## src/hw/rtl/sci_pkg.sv

```systemverilog
`timescale 1ns / 1ps

package sci_pkg;

  localparam int SampleW  = 24;
  localparam int GainW    = 16;
  localparam int GainFrac = 12;
  localparam int Taps     = 16;
  localparam int PosW     = 4;
  localparam int StepW    = 5;
  localparam int CfgIdxW  = 1;
  localparam int CfgDataW = 16;
  localparam int TabW     = 24;

  localparam logic [StepW-1:0] LastStep = StepW'(2 * Taps - 2);

  localparam logic [CfgIdxW-1:0] CfgGain = 1'b0;
  localparam logic [CfgIdxW-1:0] CfgSet  = 1'b1;

  localparam logic [GainW-1:0] GainReset = 16'd4096;

  // Q2.22, [set][k]: set 0 unmatched, set 1 matched
  localparam logic signed [TabW-1:0] FfTab [2][Taps] = '{
    '{-24'sd78, -24'sd8113, -24'sd28765, -24'sd33853, 24'sd26183, 24'sd125968,
      24'sd176580, 24'sd87690, -24'sd123046, -24'sd314007, -24'sd370730,
      -24'sd301633, -24'sd163261, -24'sd22794, 24'sd34367, 24'sd8667},
    '{24'sd4578947, 24'sd380842, 24'sd263228, 24'sd44490, -24'sd167911,
      -24'sd213856, -24'sd8893, 24'sd344640, 24'sd610608, 24'sd591732,
      24'sd287880, -24'sd93195, -24'sd286506, -24'sd172902, 24'sd134401,
      24'sd378488}
  };

  localparam logic signed [TabW-1:0] FbTab [2][Taps] = '{
    '{24'sd0, 24'sd2047995, 24'sd1422618, 24'sd17202, -24'sd1232110,
      -24'sd1314959, -24'sd395007, 24'sd511089, 24'sd673338, 24'sd44158,
      -24'sd816576, -24'sd1074112, -24'sd301819, 24'sd945090, 24'sd1085954,
      -24'sd1788428},
    '{24'sd0, 24'sd1073508, 24'sd850146, 24'sd418171, -24'sd71232,
      -24'sd420507, -24'sd519127, -24'sd412596, -24'sd242951, -24'sd115015,
      -24'sd31631, 24'sd59212, 24'sd144230, 24'sd84559, -24'sd306602,
      -24'sd1079315}
  };

  typedef struct packed {
    logic signed [SampleW-1:0] left_sample;
    logic signed [SampleW-1:0] right_sample;
  } sci_in_t;

  typedef struct packed {
    logic signed [SampleW-1:0] left_filtered;
    logic signed [SampleW-1:0] right_filtered;
  } sci_out_t;

  typedef struct packed {
    logic             x_wr;
    logic             mac;
    logic [StepW-1:0] step;
    logic             acc_round;
    logic             y_wr;
    logic             gain_mul;
    logic [PosW-1:0]  pos;
    logic             set;
  } sci_ctrl_t;

  typedef enum logic [2:0] {
    ST_IDLE,
    ST_MAC,
    ST_DRAIN,
    ST_ROUND,
    ST_HIST,
    ST_GAIN,
    ST_OUT
  } sci_state_e;

endpackage

```

## src/hw/rtl/sci_lane.sv

```systemverilog
`timescale 1ns / 1ps

module sci_lane
  import sci_pkg::*;
#(
  parameter int CoefW = 24
) (
  input  logic                      clk_i,
  input  logic                      rst_ni,
  input  sci_ctrl_t                 ctrl_i,
  input  logic signed [SampleW-1:0] sample_i,
  input  logic [GainW-1:0]          gain_i,
  output logic signed [SampleW-1:0] filtered_o
);

  localparam int AccW     = SampleW + CoefW;
  localparam int CoefFrac = CoefW - 2;
  localparam int ShUp     = (CoefW >= TabW) ? CoefW - TabW : 0;
  localparam int ShDn     = (CoefW < TabW) ? TabW - CoefW : 0;
  localparam int CoefHalf = (ShDn > 0) ? (1 << (ShDn - 1)) : 0;
  localparam int WideW    = 34;
  localparam int GpW      = SampleW + GainW + 1;
  localparam int GsW      = GpW - GainFrac;
  localparam int YsW      = AccW - CoefFrac;

  localparam logic signed [AccW-1:0] RoundHalf = AccW'(1) <<< (CoefFrac - 1);
  localparam logic signed [GpW-1:0]  GainHalf  = GpW'(1) <<< (GainFrac - 1);
  localparam logic signed [SampleW-1:0] SMax = {1'b0, {(SampleW-1){1'b1}}};
  localparam logic signed [SampleW-1:0] SMin = {1'b1, {(SampleW-1){1'b0}}};

  function automatic logic signed [CoefW-1:0] to_coef(logic signed [TabW-1:0] q);
    logic signed [WideW-1:0] w;
    if (CoefW >= TabW) begin
      w = WideW'(q) <<< ShUp;
    end else begin
      w = (WideW'(q) + WideW'(CoefHalf)) >>> ShDn;
    end
    return w[CoefW-1:0];
  endfunction

  function automatic logic signed [AccW-1:0] sat_add(logic signed [AccW-1:0] a,
                                                     logic signed [AccW-1:0] b);
    logic [AccW:0] s;
    s = {a[AccW-1], a} + {b[AccW-1], b};
    if (s[AccW] != s[AccW-1]) begin
      return s[AccW] ? {1'b1, {(AccW-1){1'b0}}} : {1'b0, {(AccW-1){1'b1}}};
    end
    return s[AccW-1:0];
  endfunction

  logic signed [SampleW-1:0] xh_q [Taps];
  logic signed [SampleW-1:0] yh_q [Taps];
  logic signed [AccW-1:0]    prod_q;
  logic signed [AccW-1:0]    acc_q;
  logic                      mac_d1_q;
  logic                      first_d1_q;
  logic signed [SampleW-1:0] y_q;
  logic signed [GpW-1:0]     gprod_q;

  logic [StepW-1:0]          step_p1;
  logic [PosW-1:0]           tap_k;
  logic [PosW-1:0]           tap_idx;
  logic                      use_y;
  logic signed [TabW-1:0]    coef_q22;
  logic signed [CoefW-1:0]   coef_w;
  logic signed [SampleW-1:0] opnd;
  logic [YsW-1:0]            y_sh;
  logic signed [SampleW-1:0] y_sat;
  logic [GpW-1:0]            gsum;
  logic [GsW-1:0]            g_sh;

  assign step_p1  = ctrl_i.step + StepW'(1);
  assign tap_k    = step_p1[PosW:1];
  assign tap_idx  = ctrl_i.pos - tap_k;
  assign use_y    = (ctrl_i.step != '0) && !ctrl_i.step[0];
  assign coef_q22 = use_y ? FbTab[ctrl_i.set][tap_k] : FfTab[ctrl_i.set][tap_k];
  assign coef_w   = to_coef(coef_q22);
  assign opnd     = use_y ? yh_q[tap_idx] : xh_q[tap_idx];

  always_comb begin
    y_sh = acc_q[AccW-1:CoefFrac];
    if ((&y_sh[YsW-1:SampleW-1]) || !(|y_sh[YsW-1:SampleW-1])) begin
      y_sat = y_sh[SampleW-1:0];
    end else begin
      y_sat = y_sh[YsW-1] ? SMin : SMax;
    end
  end

  always_comb begin
    gsum = gprod_q + GainHalf;
    g_sh = gsum[GpW-1:GainFrac];
    if ((&g_sh[GsW-1:SampleW-1]) || !(|g_sh[GsW-1:SampleW-1])) begin
      filtered_o = g_sh[SampleW-1:0];
    end else begin
      filtered_o = g_sh[GsW-1] ? SMin : SMax;
    end
  end

  always_ff @(posedge clk_i or negedge rst_ni) begin
    if (!rst_ni) begin
      for (int i = 0; i < Taps; i++) begin
        xh_q[i] <= '0;
        yh_q[i] <= '0;
      end
    end else begin
      if (ctrl_i.x_wr) begin
        xh_q[ctrl_i.pos] <= sample_i;
      end
      if (ctrl_i.y_wr) begin
        yh_q[ctrl_i.pos] <= y_sat;
      end
    end
  end

  always_ff @(posedge clk_i or negedge rst_ni) begin
    if (!rst_ni) begin
      mac_d1_q   <= 1'b0;
      first_d1_q <= 1'b0;
    end else begin
      mac_d1_q   <= ctrl_i.mac;
      first_d1_q <= ctrl_i.mac && (ctrl_i.step == '0);
    end
  end

  always_ff @(posedge clk_i) begin
    if (ctrl_i.mac) begin
      prod_q <= AccW'(opnd) * AccW'(coef_w);
    end
    if (mac_d1_q) begin
      acc_q <= first_d1_q ? prod_q : sat_add(acc_q, prod_q);
    end else if (ctrl_i.acc_round) begin
      acc_q <= sat_add(acc_q, RoundHalf);
    end
    if (ctrl_i.y_wr) begin
      y_q <= y_sat;
    end
    if (ctrl_i.gain_mul) begin
      gprod_q <= GpW'(y_q) * GpW'($signed({1'b0, gain_i}));
    end
  end

endmodule

```

## config.mk

```make
export PLATFORM = sky130hd
export DESIGN_NAME = sci_lane
export DESIGN_NICKNAME = d
export VERILOG_FILES = /design/src/hw/rtl/sci_pkg.sv /design/src/hw/rtl/sci_lane.sv
export SDC_FILE = /design/constraint.sdc
export NUM_CORES = 2
export LEC_CHECK = 0
export ABC_AREA = 0
export BUFFER_PORTS_ARGS = -buffer_cell sky130_fd_sc_hd__buf_2
export CORE_ASPECT_RATIO = 0.5
export CORE_MARGIN = 2
export CORE_UTILIZATION = 40
export CTS_CLUSTER_DIAMETER = 40
export DETAILED_ROUTE_END_ITERATION = 8
export SLEW_MARGIN = 15
export SYNTH_ARGS = -nofsm -noshare
export SYNTH_HDL_FRONTEND = slang
export SYNTH_SLANG_ARGS = --single-unit
```

## constraint.sdc

```tcl
create_clock -name clk_i -period 10.75 [get_ports clk_i]
set_clock_uncertainty 0.1 [all_clocks]
set_input_delay 2.15 -clock clk_i [delete_from_list [all_inputs] [get_ports clk_i]]
set_output_delay 2.15 -clock clk_i [all_outputs]
set_load 0.1 [all_outputs]
```

==> run metrics <==
violated checks setup timing; max-slew violations 0; First-pass DRT Iterations 6; Vias 59,100; sequential cell area fraction in the yosys report 0.297; Num CTS Buffers slightly above 100; met3 GRT Util 0.0379; Max Cap Violations 0; wire length per cell 21.1 µm; Bufs and invs on worst path 10; largest net degree at the start of global routing ~170; net count reported at finish ~10,000; worst hold path class reg -> reg; initial DRC count just under 5,000; CTS Buffer Depth 3; Critical-path top delay cell fa_4; Row Count around 120; H-Tree Depth 3; DP HPWL 173,000 µm; Die ar. ~200,000 µm²; delay-heaviest family, CP adder cells; Seq cells post-synth between 900 and 1,000; Final min period about 11 ns; Final Hold Fails 0; initial antenna violation count 12; Routed Antenna Nets 0; drt drc 0; setup ws final -0.146 ns; TritonCTS clock tree built; CTS clk-pin slew, worst paths 0.06 ns; GRT busiest layer met2; Post-Route WL approximately 230,000 µm; global routing usage on met1 0.322; Die Width roughly 640 µm; Cells after DPL around 11,000; M2 GR Usage 0.379; Setup crit end kind flop; fraction of layout cells with a size suffix above 1 0.229; vias per cell between 5 and 6; number of flops mapped to enable cells by yosys 150; IO Pins 81; area delta synth->final 18.1%; CTS sink count between 900 and 1,000; global-route wire length before repair roughly 370,000 µm; CP arrival ~11 ns; number of distinct library cells after synthesis 75; status finished with violations; Slew HR 0.296; Final setup viols 10; placer congestion estimate roughly 0.93; insertion delay to the later sink of the worst-skew pair approximately 0.74 ns; Async SR Flop Fraction 0.837; grt total ovfl 0; period utilization 1.01; Post-CTS Hold Fix Bufs 0; core area between 150,000 and 200,000 µm²; Syn. warnings 0; Max FO, Critical Path 6; Highest Clock Rate 91.8 MHz; Worst-Margin Slew 1.05 ns; Post-Layout Cell Count between 10,000 and 15,000; syn nets slightly above 9,000; vias in the first global route 61,700; RSZ-0062 raised after global routing true; GRT Total Usage 0.232; predominant post-synthesis flop cell dfrtp_1; mapped cell area ~80,000 µm²; cell count after synthesis between 7,000 and 8,000; Die Y between 300 and 400 µm; initial core utilization 0.402; IO buf count 80; Req. time, crit path ~11 ns; Setup crit start kind primary input; clock root cell clkbuf_16; most frequent CP cell fa_1; crit-path max cell delay about 0.87 ns; Mapped Avg Cell Area ~10 µm²; Crit Path Category in -> reg
[cell families (layout without fill, tap and decap cells)]
group                      count (synthesis)  count (layout)  share of synthesized area
buffers and inverters                   1621            2184                     0.0767
AOI/OAI and AO/OA                       1126            1126                     0.0825
muxes                                    597             597                      0.111
DFF                                      920             920                      0.297
xor gates and xnor gates                 183             183                     0.0200
other                                      0               4                          0
and+or+nand+nor                         2162            2162                      0.120
adders and majority gates               1287            1287                      0.293
[registers in the layout (all words and copies together), names as in the netlist]
register and count:
xh_q 384, yh_q 384, acc_q 48, prod_q 48, gprod_q 30, y_q 24
first_d1_q 1, mac_d1_q 1
[cell type report]
| type | instances | area, µm² |
|---|---|---|
| diodes | 4 | 10.0 |
| clock buffers | 134 | 2840 |
| clock inverters | 57 | 837 |
| fillers | 18400 | 105000 |
| inverters | 1130 | 4270 |
| multi-input cells | 5355 | 51800 |
| flip-flops and latches | 920 | 23800 |
| well taps | 2655 | 3320 |
| repair buffers | 863 | 7690 |
[synth_stat cells (all sizes together), types with 150 or more instances]
library cell     n  area [µm²]
a21oi          524        2620
and2           229        1430
clkbuf         421        1580
dfrtp          770       19300
edfxtp         150        4500
fa             984       19700
ha             303        3790
inv           1130        4240
mux2           400        4500
mux4           193        4350
nand2          964        3620
nand3          168         841
nor2           533        2000
o21ai          267        1340
[stage by stage]
step / util / area [µm²] / worst slack [ns] / hold WS [ns] / setup TNS, ns
3_5_place_dp: 0.445 / 88800 / -1.21 / 0.365 / -24.03
6_report: 0.474 / 94600 / -0.146 / 0.375 / -0.640
4_1_cts: 0.469 / 93500 / -0.203 / 0.379 / -0.855
3_3_place_gp: 0.445 / 88800 / -1.09 / 0.356 / -22.82
2_1_floorplan: - / 80500 / -0.536 / 0.345 / -4.63
5_1_grt: 0.474 / 94500 / -0.356 / 0.403 / -3.87
[repair_timing]
action	CTS	global route
gates cloned	7	3
setup endpoints to repair	18	24
resized for setup	126	158
pin swaps	71	106
buffers inserted	23	49
hold endpoints to repair	0	0
[layout by cell type (no fill, tap or decap), types with 64 or more instances in the layout]
cell type	count
a21o_1	81
a21oi_1	493
and2_1	221
buf_12	80
buf_2	77
buf_4	653
clkbuf_16	106
dfrtp_1	770
edfxtp_1	150
fa_1	955
ha_1	280
inv_1	1104
mux2_2	400
mux4_2	193
nand2_1	939
nand3_1	125
nor2_1	501
nor2b_1	86
o21ai_0	219
xnor2_1	111
xor2_1	64
[final timing paths]
check,start,to,slack [ns],cells after the start
setup / recovery,ctrl_i[8],prod_q[44],-0.15,34
hold / removal,yh_q[365],yh_q[365],0.37,2
setup reg to reg,xh_q[217],prod_q[44],2.65,27
hold reg to reg,yh_q[365],yh_q[365],0.37,2
max in group asynchronous,rst_ni,yh_q[233],6.94,3
min in group asynchronous,rst_ni,xh_q[156],1.39,1
[worst register-to-register path, cell delays in order, from the launching register on]
cell and delay [ns]:
dfrtp_1 0.39, mux4_2 0.47, mux4_2 0.59, a21oi_2 0.21, buf_6 0.14, buf_6 0.10, or2_4 0.10, fa_1 0.43
fa_1 0.53, inv_2 0.04, fa_1 0.55, fa_1 0.46, fa_1 0.51, fa_1 0.55, inv_2 0.04, fa_1 0.56
inv_2 0.08, ha_4 0.22, buf_6 0.12, a21o_1 0.17, a21oi_2 0.11, nor2_1 0.05, nor3_1 0.18, o21a_1 0.20
o21ai_2 0.09, a221o_1 0.42, o21a_1 0.24, a221oi_2 0.27
[per-layer routing]
metal | up-vias | wire, µm | part of all wire
li1 | 26500 | - | -
met1 | 30500 | 102000 | 0.44
met2 | 1776 | 110000 | 0.47
met3 | 294 | 16000 | 0.068
met4 | 2 | 6580 | 0.028
met5 | - | 12 | 0.000051
Power is not shown: default switching activity piles up to over one toggle a cycle in this logic, so the estimate is an artifact.
